**src/rtl/bba_pkg.sv**
```systemverilog
// Package for the block bitmap allocator.
// Map geometry, register offsets, command and status codes, sequencer states.
// No dependencies.
package bba_pkg;

	localparam int NUM_BLOCKS = 4096;
	localparam int WORD_BITS  = 64;
	localparam int NUM_WORDS  = NUM_BLOCKS / WORD_BITS;
	localparam int BIT_IDX_W  = $clog2(WORD_BITS);
	localparam int WORD_IDX_W = $clog2(NUM_WORDS);
	localparam int BLK_W      = 12;
	localparam int CFG_W      = 13;
	localparam int ADDR_W     = 3;
	localparam int DATA_W     = 32;

	localparam logic [CFG_W-1:0] TOTAL_RESET    = CFG_W'(4096);
	localparam logic [CFG_W-1:0] RESERVED_RESET = CFG_W'(1);
	localparam logic [CFG_W-1:0] NUM_BLOCKS_C   = CFG_W'(NUM_BLOCKS);

	typedef logic [WORD_BITS-1:0] word_t;

	// register index taken from paddr[2]
	typedef enum logic {
		REG_TOTAL    = 1'b0,
		REG_RESERVED = 1'b1
	} reg_idx_t;

	typedef enum logic {
		CMD_ALLOC = 1'b0,
		CMD_FREE  = 1'b1
	} cmd_t;

	localparam logic [1:0] ST_OK            = 2'd0;
	localparam logic [1:0] ST_OUT_OF_BLOCKS = 2'd1;
	localparam logic [1:0] ST_DOUBLE_FREE   = 2'd2;

	typedef enum logic [2:0] {
		S_IDLE,
		S_SCAN,
		S_FREE_CHK,
		S_DONE
	} state_t;

endpackage

```
**src/rtl/bba_find_first.sv**
```systemverilog
// Find-first-set over one bitmap word: lowest set bit and a hit flag.
// Uses bba_pkg for the word width.
module bba_find_first (
	input  bba_pkg::word_t                   vec,
	output logic                             found,
	output logic [bba_pkg::BIT_IDX_W-1:0]    idx
);
	import bba_pkg::*;

	always_comb begin
		found = 1'b0;
		idx   = '0;
		for (int i = WORD_BITS - 1; i >= 0; i--) begin
			if (vec[i]) begin
				found = 1'b1;
				idx   = BIT_IDX_W'(i);
			end
		end
	end

endmodule

```
**src/rtl/block_bitmap_allocator.sv**
```systemverilog
// First-fit block allocator over an in-use bitmap held in a 64 x 64-bit memory.
// Allocate: one map word checked per cycle from the first unreserved word; no scan when
// reserved covers every usable block. Free: clears the bit or flags a double free; frees of
// reserved blocks are ignored. Next transfer is taken once the last result enters the
// output register; a stalled result there blocks it. Reset clears all word valid flags
// (map reads as all free), loads total 4096, reserved 1. Uses bba_pkg, bba_find_first.
module block_bitmap_allocator (
	input  logic                          clk,
	input  logic                          arst_n,
	// APB configuration port
	input  logic                          psel,
	input  logic                          penable,
	input  logic                          pwrite,
	input  logic [bba_pkg::ADDR_W-1:0]    paddr,
	input  logic [bba_pkg::DATA_W-1:0]    pwdata,
	output logic [bba_pkg::DATA_W-1:0]    prdata,
	output logic                          pready,
	// command channel
	input  logic                          in_valid,
	output logic                          in_stall,
	input  logic                          cmd,
	input  logic [bba_pkg::BLK_W-1:0]     block_number,
	// result channel
	output logic                          out_valid,
	input  logic                          out_stall,
	output logic [bba_pkg::BLK_W-1:0]     block_number_res,
	output logic [1:0]                    status
);
	import bba_pkg::*;

	state_t state_q, state_d;

	logic [CFG_W-1:0] total_q, reserved_q;
	logic [CFG_W-1:0] lim, lim_m1;

	word_t                 mem [NUM_WORDS];
	logic [NUM_WORDS-1:0]  word_valid_q;
	word_t                 rd_data_q;
	logic                  rd_valid_q;
	logic [WORD_IDX_W-1:0] rd_addr;
	logic                  wr_en;
	logic [WORD_IDX_W-1:0] wr_addr;
	word_t                 wr_data;

	logic [WORD_IDX_W-1:0] chk_idx_q, chk_idx_d;
	logic [BLK_W-1:0]      blk_q, blk_d;
	logic [BLK_W-1:0]      res_q, res_d;
	logic [1:0]            st_q, st_d;

	logic                  out_valid_q;
	logic [BLK_W-1:0]      out_res_q;
	logic [1:0]            out_st_q;

	logic                  accept;
	logic                  can_emit;
	word_t                 word;
	word_t                 lo_mask, hi_mask, cand, bit_sel;
	logic                  hit;
	logic [BIT_IDX_W-1:0]  hit_idx;
	logic [WORD_IDX_W-1:0] first_word, last_word;

	// ---------------- configuration ----------------
	assign pready = 1'b1;

	always_ff @(posedge clk or negedge arst_n) begin
		if (!arst_n) begin
			total_q    <= TOTAL_RESET;
			reserved_q <= RESERVED_RESET;
		end else if (psel && penable && pwrite) begin
			unique case (reg_idx_t'(paddr[2]))
				REG_TOTAL:    total_q    <= pwdata[CFG_W-1:0];
				REG_RESERVED: reserved_q <= pwdata[CFG_W-1:0];
				default: ;
			endcase
		end
	end

	always_comb begin
		unique case (reg_idx_t'(paddr[2]))
			REG_TOTAL:    prdata = DATA_W'(total_q);
			REG_RESERVED: prdata = DATA_W'(reserved_q);
			default:      prdata = '0;
		endcase
	end

	assign lim        = (total_q > NUM_BLOCKS_C) ? NUM_BLOCKS_C : total_q;
	assign lim_m1     = lim - CFG_W'(1);
	assign first_word = reserved_q[BLK_W-1:BIT_IDX_W];
	assign last_word  = lim_m1[BLK_W-1:BIT_IDX_W];

	// ---------------- map memory ----------------
	always_ff @(posedge clk) begin
		if (wr_en) begin
			mem[wr_addr] <= wr_data;
		end
		rd_data_q <= mem[rd_addr];
	end

	always_ff @(posedge clk or negedge arst_n) begin
		if (!arst_n) begin
			word_valid_q <= '0;
			rd_valid_q   <= 1'b0;
		end else begin
			rd_valid_q <= word_valid_q[rd_addr];
			if (wr_en) begin
				word_valid_q[wr_addr] <= 1'b1;
			end
		end
	end

	// a word never written reads as all free
	assign word = rd_valid_q ? rd_data_q : '0;

	// ---------------- scan datapath ----------------
	always_comb begin
		lo_mask = '1;
		hi_mask = '1;
		if (chk_idx_q == first_word) begin
			lo_mask = word_t'('1) << reserved_q[BIT_IDX_W-1:0];
		end
		// shift by 63 - bit index of the last usable block
		if (chk_idx_q == last_word) begin
			hi_mask = word_t'('1) >> (~lim_m1[BIT_IDX_W-1:0]);
		end
		cand = ~word & lo_mask & hi_mask;
	end

	bba_find_first u_find (
		.vec   (cand),
		.found (hit),
		.idx   (hit_idx)
	);

	// ---------------- sequencer ----------------
	assign in_stall = (state_q != S_IDLE);
	assign accept   = in_valid && !in_stall;
	assign can_emit = !out_valid_q || !out_stall;

	always_ff @(posedge clk or negedge arst_n) begin
		if (!arst_n) begin
			state_q <= S_IDLE;
		end else begin
			state_q <= state_d;
		end
	end

	always_ff @(posedge clk) begin
		chk_idx_q <= chk_idx_d;
		blk_q     <= blk_d;
		res_q     <= res_d;
		st_q      <= st_d;
	end

	always_comb begin
		state_d   = state_q;
		chk_idx_d = chk_idx_q;
		blk_d     = blk_q;
		res_d     = res_q;
		st_d      = st_q;
		rd_addr   = chk_idx_q;
		wr_en     = 1'b0;
		wr_addr   = chk_idx_q;
		wr_data   = word;
		bit_sel   = '0;

		unique case (state_q)
			S_IDLE: begin
				if (cmd_t'(cmd) == CMD_FREE) begin
					rd_addr = block_number[BLK_W-1:BIT_IDX_W];
				end else begin
					rd_addr = first_word;
				end
				if (accept) begin
					res_d = '0;
					st_d  = ST_OK;
					blk_d = block_number;
					if (cmd_t'(cmd) == CMD_FREE) begin
						// reserved blocks stay in use; the free is ignored
						if ({1'b0, block_number} < reserved_q) begin
							state_d = S_DONE;
						end else begin
							state_d = S_FREE_CHK;
						end
					end else if (reserved_q >= lim) begin
						st_d    = ST_OUT_OF_BLOCKS;
						state_d = S_DONE;
					end else begin
						chk_idx_d = first_word;
						state_d   = S_SCAN;
					end
				end
			end

			S_SCAN: begin
				// read ahead one word while the current one is checked
				rd_addr = chk_idx_q + WORD_IDX_W'(1);
				if (hit) begin
					bit_sel = word_t'(1) << hit_idx;
					wr_en   = 1'b1;
					wr_data = word | bit_sel;
					res_d   = {chk_idx_q, hit_idx};
					state_d = S_DONE;
				end else if (chk_idx_q == last_word) begin
					st_d    = ST_OUT_OF_BLOCKS;
					state_d = S_DONE;
				end else begin
					chk_idx_d = chk_idx_q + WORD_IDX_W'(1);
				end
			end

			S_FREE_CHK: begin
				bit_sel = word_t'(1) << blk_q[BIT_IDX_W-1:0];
				wr_addr = blk_q[BLK_W-1:BIT_IDX_W];
				if ((word & bit_sel) == '0) begin
					st_d = ST_DOUBLE_FREE;
				end else begin
					wr_en   = 1'b1;
					wr_data = word & ~bit_sel;
				end
				state_d = S_DONE;
			end

			S_DONE: begin
				if (can_emit) begin
					state_d = S_IDLE;
				end
			end

			default: state_d = S_IDLE;
		endcase
	end

	// ---------------- output register ----------------
	always_ff @(posedge clk or negedge arst_n) begin
		if (!arst_n) begin
			out_valid_q <= 1'b0;
		end else if (state_q == S_DONE && can_emit) begin
			out_valid_q <= 1'b1;
		end else if (!out_stall) begin
			out_valid_q <= 1'b0;
		end
	end

	always_ff @(posedge clk) begin
		if (state_q == S_DONE && can_emit) begin
			out_res_q <= res_q;
			out_st_q  <= st_q;
		end
	end

	assign out_valid        = out_valid_q;
	assign block_number_res = out_res_q;
	assign status           = out_st_q;

endmodule
```
**config.mk**
```make
export PLATFORM = sky130hd
export DESIGN_NAME = block_bitmap_allocator
export DESIGN_NICKNAME = d
export VERILOG_FILES = /design/src/rtl/bba_pkg.sv /design/src/rtl/bba_find_first.sv /design/src/rtl/block_bitmap_allocator.sv
export SDC_FILE = /design/constraint.sdc
export NUM_CORES = 2
export LEC_CHECK = 0
export BUFFER_PORTS_ARGS = -buffer_cell sky130_fd_sc_hd__buf_4
export CORE_MARGIN = 5
export CORE_UTILIZATION = 30
export CTS_CLUSTER_DIAMETER = 30
export DETAILED_ROUTE_END_ITERATION = 12
export GPL_TIMING_DRIVEN = 0
export PLACE_DENSITY = 0.45
export REMOVE_ABC_BUFFERS = 1
export SKIP_CTS_REPAIR_TIMING = 1
export SYNTH_ARGS = -nofsm -noshare
export SYNTH_HDL_FRONTEND = slang
export SYNTH_HIERARCHICAL = 1
export SYNTH_SLANG_ARGS = --single-unit
export TNS_END_PERCENT = 50
```
**constraint.sdc**
```tcl
create_clock -name clk -period 24.7 [get_ports clk]
set_input_delay 1.235 -clock clk [delete_from_list [all_inputs] [get_ports clk]]
set_output_delay 1.235 -clock clk [all_outputs]
set_load 0.01 [all_outputs]
```
# Word level (Yosys, flattened, before mapping)
# Memory sizes are Yosys's and may differ from the RTL's. A register that Yosys moved wholly into a read port is not among the register bits.
# Index checks and enable logic that the tools add are counted.
dict set report op_classes {
  n_eq_ne 16
  magnitude_cmp 6
  shift 4
  addsub 2
  mux 174
  reduce_logical 21
  bitwise_logic 10
}
# cell count
set ops {}
lappend ops {{6-bit 2-to-1 mux} 71}
lappend ops {{64-bit 2-to-1 mux} 5}
lappend ops {{64-bit bitwise AND} 4}
lappend ops {{64-bit NOT} 2}
lappend ops {{64-bit OR} 2}
lappend ops {{64-bit case mux with 2 select lines} 1}
lappend ops {{1-bit by 6-bit left shift with 64-bit output, first input constant} 2}
lappend ops {{1-bit 2-to-1 mux} 75}
lappend ops {{64-bit zero test} 1}
lappend ops {{32-bit case mux with 2 select lines} 1}
lappend ops {{64-bit by 6-bit left shift with 64-bit output, first input constant} 1}
lappend ops {{64-bit by 6-bit right shift with 64-bit output, first input constant} 1}
lappend ops {{12-bit 2-to-1 mux} 2}
lappend ops {{12-bit case mux with 2 select lines} 1}
lappend ops {{6-bit case mux with 2 select lines} 2}
lappend ops {{2-bit != test, second input constant} 9}
lappend ops {{3-bit 2-to-1 mux} 5}
lappend ops {{6-bit by 7-bit < comparator with 1-bit output, second input constant} 2}
lappend ops {{13-bit >= comparator} 1}
lappend ops {{13-bit greater-than comparator, second input constant} 1}
lappend ops {{12-bit by 13-bit < comparator with 1-bit output} 1}
lappend ops {{13-bit 2-to-1 mux} 1}
lappend ops {{6-bit equality test} 2}
lappend ops {{3-bit case mux with 4 select lines} 1}
lappend ops {{other kinds (24)} 39}
dict set report totals {
  mem_bits_rw 4096
  reg_bits 141
  inputBits 55
  memories 1
  wordCells 246
}
# name words width read_ports rd_ports_with_merged_regs wr line
set mem_list {}
lappend mem_list {mem 64 64 1 1 1 block_bitmap_allocator.sv:36} ;# word_t mem [NUM_WORDS];

# Longest topological paths before layout
dict set report depth {
  ltp_word 75
  mapped_depth 27
  mapped_depth_nobuf 21
}

# Modules after synthesis
# The synthesis kept the hierarchy.
# mod area_per_inst_um2 cells_per_inst instances
set by_module_without_submodules {}
lappend by_module_without_submodules {block_bitmap_allocator 171692.2 12097 1}
lappend by_module_without_submodules {bba_find_first 763.2 140 1}

# Least setup slack after synthesis
# Ideal clock, no wire load.
dict set report synth_timing {
  kind {reg-to-reg}
  startpoint {reg total_q[12]}
  endpoint {mem mem[16][0] (netlist name), enable pin}
  n_path_buf 6
  period_less_slack_ps 9354
  stages_incl_launch_ff 27
  required_time_ps 24135
  arrival_time_ps 8790
  path_slack_ps 15346
  cell_sequence {dfstp_2 clkinv_1 clkbuf_1 nand2_1 ha_1 clkbuf_1 inv_1 o211a_1 or3_1 o2111ai_1 nor4_2 buf_4 nand2_2 buf_2 nor2_1 a211oi_1 nor2_1 and4_1 nand3_1 nor3_1 nand2_1 and3_1 clkbuf_1 nand2_1 a21boi_2 buf_2 nor3_1}
}
dict set report synth_via {
  word_cells_on_any_way 76
  cone_classes {1 x add/sub; 1 x order compare; 1 x eq/ne; 1 x shift; 70 x mux; 2 x bitwise}
}
# item line
set synth_rtl {}
lappend synth_rtl {{start, declared} block_bitmap_allocator.sv:33} ;# logic [CFG_W-1:0] total_q, reserved_q;
lappend synth_rtl {{start signal, assigned} block_bitmap_allocator.sv:71} ;# REG_TOTAL: total_q <= pwdata[CFG_W-1:0];
lappend synth_rtl {{13-bit greater-than comparator (*)} block_bitmap_allocator.sv:86} ;# assign lim = (total_q > NUM_BLOCKS_C) ? NUM_BLOCKS_C : total_q;
lappend synth_rtl {{13-bit 2-to-1 mux (*)} block_bitmap_allocator.sv:86}
lappend synth_rtl {{12-bit by 1-bit subtractor with 12-bit output (*)} block_bitmap_allocator.sv:87} ;# assign lim_m1 = lim - CFG_W'(1);
lappend synth_rtl {{6-bit NOT} block_bitmap_allocator.sv:123} ;# hi_mask = word_t'('1) >> (~lim_m1[BIT_IDX_W-1:0]);
lappend synth_rtl {{64-bit by 6-bit right shift with 64-bit output} block_bitmap_allocator.sv:123}
lappend synth_rtl {{64-bit 2-to-1 mux (*)} block_bitmap_allocator.sv:122} ;# if (chk_idx_q == last_word) begin
lappend synth_rtl {{64-bit bitwise AND (*)} block_bitmap_allocator.sv:125} ;# cand = ~word & lo_mask & hi_mask;
lappend synth_rtl {{net cand[12]} block_bitmap_allocator.sv:57} ;# word_t lo_mask, hi_mask, cand, bit_sel;
lappend synth_rtl {{1-bit 2-to-1 mux (*) (13 in a row)} bba_find_first.sv:14} ;# if (vec[i]) begin
lappend synth_rtl {{net hit} block_bitmap_allocator.sv:58} ;# logic hit;
lappend synth_rtl {{1-bit 2-to-1 mux (*)} block_bitmap_allocator.sv:197} ;# if (hit) begin
lappend synth_rtl {{1-bit case mux with 2 select lines (*)} block_bitmap_allocator.sv:166} ;# unique case (state_q)
lappend synth_rtl {{1-bit 2-to-1 mux (*)} block_bitmap_allocator.sv:93} ;# if (wr_en) begin
lappend synth_rtl {{1-bit 2-to-1 mux (implied by the code) (*)} block_bitmap_allocator.sv:94} ;# mem[wr_addr] <= wr_data;
lappend synth_rtl {{end, declared} block_bitmap_allocator.sv:36}
# The timed path passes the listed nets; every way through them passes the cells marked *.

# Worst setup path after layout
dict set report layout_timing {
  startpoint {reg total_q[12]}
  endpoint {mem mem[59][39] (netlist name), enable pin}
}
dict set report layout_via {
  word_cells_on_any_way 76
  cone_classes {1 x add/sub; 1 x order compare; 1 x eq/ne; 1 x shift; 70 x mux; 2 x bitwise}
}
# item line
set layout_rtl {}
lappend layout_rtl {{13-bit greater-than comparator (*)} block_bitmap_allocator.sv:86}
lappend layout_rtl {{13-bit 2-to-1 mux (*)} block_bitmap_allocator.sv:86}
lappend layout_rtl {{12-bit by 1-bit subtractor with 12-bit output (*)} block_bitmap_allocator.sv:87}
lappend layout_rtl {{6-bit NOT} block_bitmap_allocator.sv:123}
lappend layout_rtl {{64-bit by 6-bit right shift with 64-bit output} block_bitmap_allocator.sv:123}
lappend layout_rtl {{64-bit 2-to-1 mux (*)} block_bitmap_allocator.sv:122}
lappend layout_rtl {{64-bit bitwise AND (*)} block_bitmap_allocator.sv:125}
lappend layout_rtl {{net cand[4]} block_bitmap_allocator.sv:57}
lappend layout_rtl {{1-bit 2-to-1 mux (*) (5 in a row)} bba_find_first.sv:14}
lappend layout_rtl {{net hit} block_bitmap_allocator.sv:58}
lappend layout_rtl {{1-bit 2-to-1 mux (*)} block_bitmap_allocator.sv:197}
lappend layout_rtl {{1-bit case mux with 2 select lines (*)} block_bitmap_allocator.sv:166}
lappend layout_rtl {{1-bit 2-to-1 mux (*)} block_bitmap_allocator.sv:93}
lappend layout_rtl {{1-bit 2-to-1 mux (implied by the code) (*)} block_bitmap_allocator.sv:94}
# Marks and branches as above.

==> summary.md <==
| Metric | Value |
|---|---|
| DRT iter0 DRCs | `13457` |
| Fin crit share | `39.5%` |
| Vias | `115414` |
| DRT Pass-1 Iters | `7` |
| Die width | `768 um` |
| Slew margin rel. | `8.29%` |
| Cell area after placement | `196000 sq um` |
| Vias/cell | `5.27` |
| Share of layout cells above drive strength 1 | `21.9%` |
| Max FO, Critical Path | `19` |
| Die height | `768 um` |
| Initial Util | `30.1%` |
| Fin area | `231000 sq um` |
| Syn Inst Count | `12237` |
| Clock Latency Late Sink | `1.17 ns` |
| Root buffer cell | `clkbuf_16` |
| Post-synthesis mux area share | `4.04%` |
| First-pass GRT wire length | `882 mm` |
| Final ANT Viol Nets | `0` |
| Compound-Gate Fraction of Synth Area | `5.80%` |
| EDFF count, synth | `4142` |
| Library cells used by synthesis | `103` |
| Finish-stage setup viols | `0` |
| Post-route insts no fill | `21882` |
| Critical Path End Type | `register` |
| Seq cells post-synth | `4300` |
| Worst EP arrival | `10.63 ns` |
| Avg Inst Size Synth | `14.1 sq um` |
| Number of CTS-inserted buffers | `1098` |
| Ports | `104` |
| Core Area | `573000 sq um` |
| Xor-xnor portion of the synthesized cell area | `0.0965%` |
| Total leakage power | `80.8 nW` |
| Clock tree from TritonCTS | `built` |
| Peak supply drop | `0.126 mV` |
| TNS Setup | `0 ns` |
| Largest net degree at the start of global routing | `83` |
| Final Hold Vio Count | `0` |
| Setup CP Type | `reg2reg` |
| Placement row count | `278` |
| Top FF cell, synth | `edfxtp_1` |
| Crit path launch type | `register` |
| Post-Syn Area | `172000 sq um` |
| Clk_skew | `0.0835 ns` |
| # DRC | `0` |
| GP Congestion | `0.925` |
| Vias in the first global route | `111680` |
| Hold Crit Class | `in2reg` |
| H-tree lvl count | `7` |
| Fmax | `102 MHz` |
| Final nets | `13620` |
| Post-Synth Adder-Cell Area | `0.232%` |
| # fillers | `52352` |
| Hpwl dp | `437 mm` |
| Total grt overflow | `0` |
| Final Max Slew Viols | `0` |
| Pin slew with the least headroom to its limit | `1.38 ns` |
| Pwr Density | `162 nW/um^2` |
| Worst EP required | `25.57 ns` |
| Final worst slack | `14.94 ns` |
| DR WL/cell | `29.0 um` |
| Post-Synth Simple-Gate Area | `13.2%` |
| Worst hold slack | `0.340 ns` |
| Drt total wl | `635 mm` |
| Fin crit period | `9.76 ns` |
| Status | `completed` |
| Register area share after synthesis | `74.2%` |
| Pre-CTS setup slack | `15.40 ns` |
| Ys Warns | `6` |
| RSZ-0062 raised after global routing | `false` |
| Die Area | `590000 sq um` |
| Cells after DPL | `19990` |
| Largest family of logic cells by synthesized area | `simple AND/OR/NAND/NOR gates` |
| Max Cap Viol | `0` |
| Clock slew at reported path FFs | `0.04 ns` |
| Area growth from synthesis to layout | `34.1%` |
| Clk sinks | `4300` |
| Clock tree buffer depth | `5` |
| Number of buffers added on ports | `62` |
| Initial antenna violation count | `28` |
| Ys async rst share | `2.19%` |
| GRT Total Usage | `21.0%` |
-- power breakdown --
group | switching (mW) | total [mW] | internal (mW)
logic | 9.41 | 14.5 | 5.09
clock network | 4.11 | 13.6 | 9.53
registers | 0.307 | 9.32 | 9.01
-- cells by family (layout without fill, tap and decap cells) --
kind of cell             after synthesis  in the layout
XOR/XNOR                              19             19
other                                  2             27
flip-flops                          4300           4300
adder cells (fa/ha/maj)               32             32
multiplexers                         348            348
buffers and inverters                896           2956
AO/OA/AOI/OAI                       1382           1382
AND/OR/NAND/NOR                     5258           5258
-- worst max-delay path: stages (launching register included) --
cell and delay [ns]:
dfstp_2 0.74, clkinv_1 0.70, nand2_1 0.43, ha_1 0.41
inv_1 0.19, o211a_1 0.26, o21ai_0 0.15, o2111ai_1 0.21
nor4_4 0.64, buf_6 0.26, buf_6 0.17, nand2_2 0.28
nor2_1 0.48, a21oi_1 0.25, nor4_1 0.49, nand3_1 0.36
nor3_1 0.30, nand2_1 0.22, nand3_1 0.21, nor2_1 0.11
a31oi_2 1.05, nor3_2 0.41, buf_6 0.28, buf_6 0.15
buf_6 0.16, buf_6 0.16, buf_6 0.16, buf_6 0.16
-- cell usage in the layout (no fill, tap or decap), types with 213 or more instances in the layout --
cell       instances
and3_1           213
edfxtp_1        4142
nand3_1         1279
mux4_2           273
buf_6            367
o211ai_1         271
clkbuf_16       1117
buf_12           244
nand2_1         3192
a311oi_1         259
-- stage by stage --
stage | utilization (%) | power (mW)
detailed placement | 34.2 | 23.9
global placement | 31.1 | 24.4
CTS | 40.3 | 37.6
finish | 40.4 | 37.5
floorplan | - | 20.6
global route | 40.4 | 39.0
-- final timing paths --
check                                        start                            end  slack, ns  cells past startpoint
max                        total_q[12]$_DFFE_PN1P_          mem[59][39]$_DFFE_PP_      14.94                     27
min                                      pwdata[3]         total_q[3]$_DFFE_PN0P_       0.34                      2
max reg2reg                total_q[12]$_DFFE_PN1P_          mem[59][39]$_DFFE_PP_      14.94                     27
min reg2reg                 res_q[5]$_SDFFCE_PN0P_  block_number_res[5]$_DFFE_PP_       0.41                      0
max in group asynchronous                   arst_n      reserved_q[0]$_DFFE_PN1P_      23.19                      3
min in group asynchronous                   arst_n   word_valid_q[40]$_DFFE_PN0P_       0.71                      2
-- metal layers --
layer | track usage (%) | up-vias | wire length [um]
met5 | 0 | - | 88
met4 | 7.94 | 12 | 22100
met3 | 5.28 | 1125 | 51500
met2 | 32.3 | 5109 | 290000
met1 | 28.8 | 59707 | 271000
li1 | - | 49461 | -
-- registers in the layout (all words and copies together) (netlist names) --
| register | cells |
|---|---|
| rd_valid_q | 1 |
| word_valid_q | 64 |
| state_q | 2 |
| rd_data_q | 64 |
| st_q | 2 |
| status | 2 |
| reserved_q | 13 |
| blk_q | 12 |
| total_q | 13 |
| block_number_res | 12 |
| res_q | 12 |
| chk_idx_q | 6 |
| out_valid | 1 |
| mem | 4096 |
-- cells in the mapped netlist (64+ instances only) --
library cell | instances | area, sq um
edfxtp_1 | 4142 | 124000
buf_2 | 265 | 1330
dfxtp_1 | 64 | 1280
mux4_2 | 273 | 6150
dfrtp_1 | 92 | 2300
o21ai_0 | 103 | 515
clkbuf_1 | 453 | 1700
a31oi_1 | 162 | 1010
o22ai_1 | 161 | 1010
nor3_1 | 132 | 661
or4_1 | 66 | 495
nor2_1 | 217 | 815
nand2_1 | 3199 | 12000
a21oi_1 | 145 | 726
nand3_1 | 1281 | 6410
o211ai_1 | 271 | 2030
a311oi_1 | 259 | 2270
and3_1 | 214 | 1340
-- cell type report --
cell class	count	area (sq um)	share of cell area [%]
diodes	7	17.5	0.00757
clock buffers	1277	28700	12.4
clock inverters	605	6560	2.83
inverters	45	169	0.0730
multi-input cells	7059	41800	18.1
flip-flops and latches	4300	128000	55.3
well taps	7560	9460	4.09
repair buffers	1029	16600	7.18
Note: power is estimated with default switching activity, not from simulation.
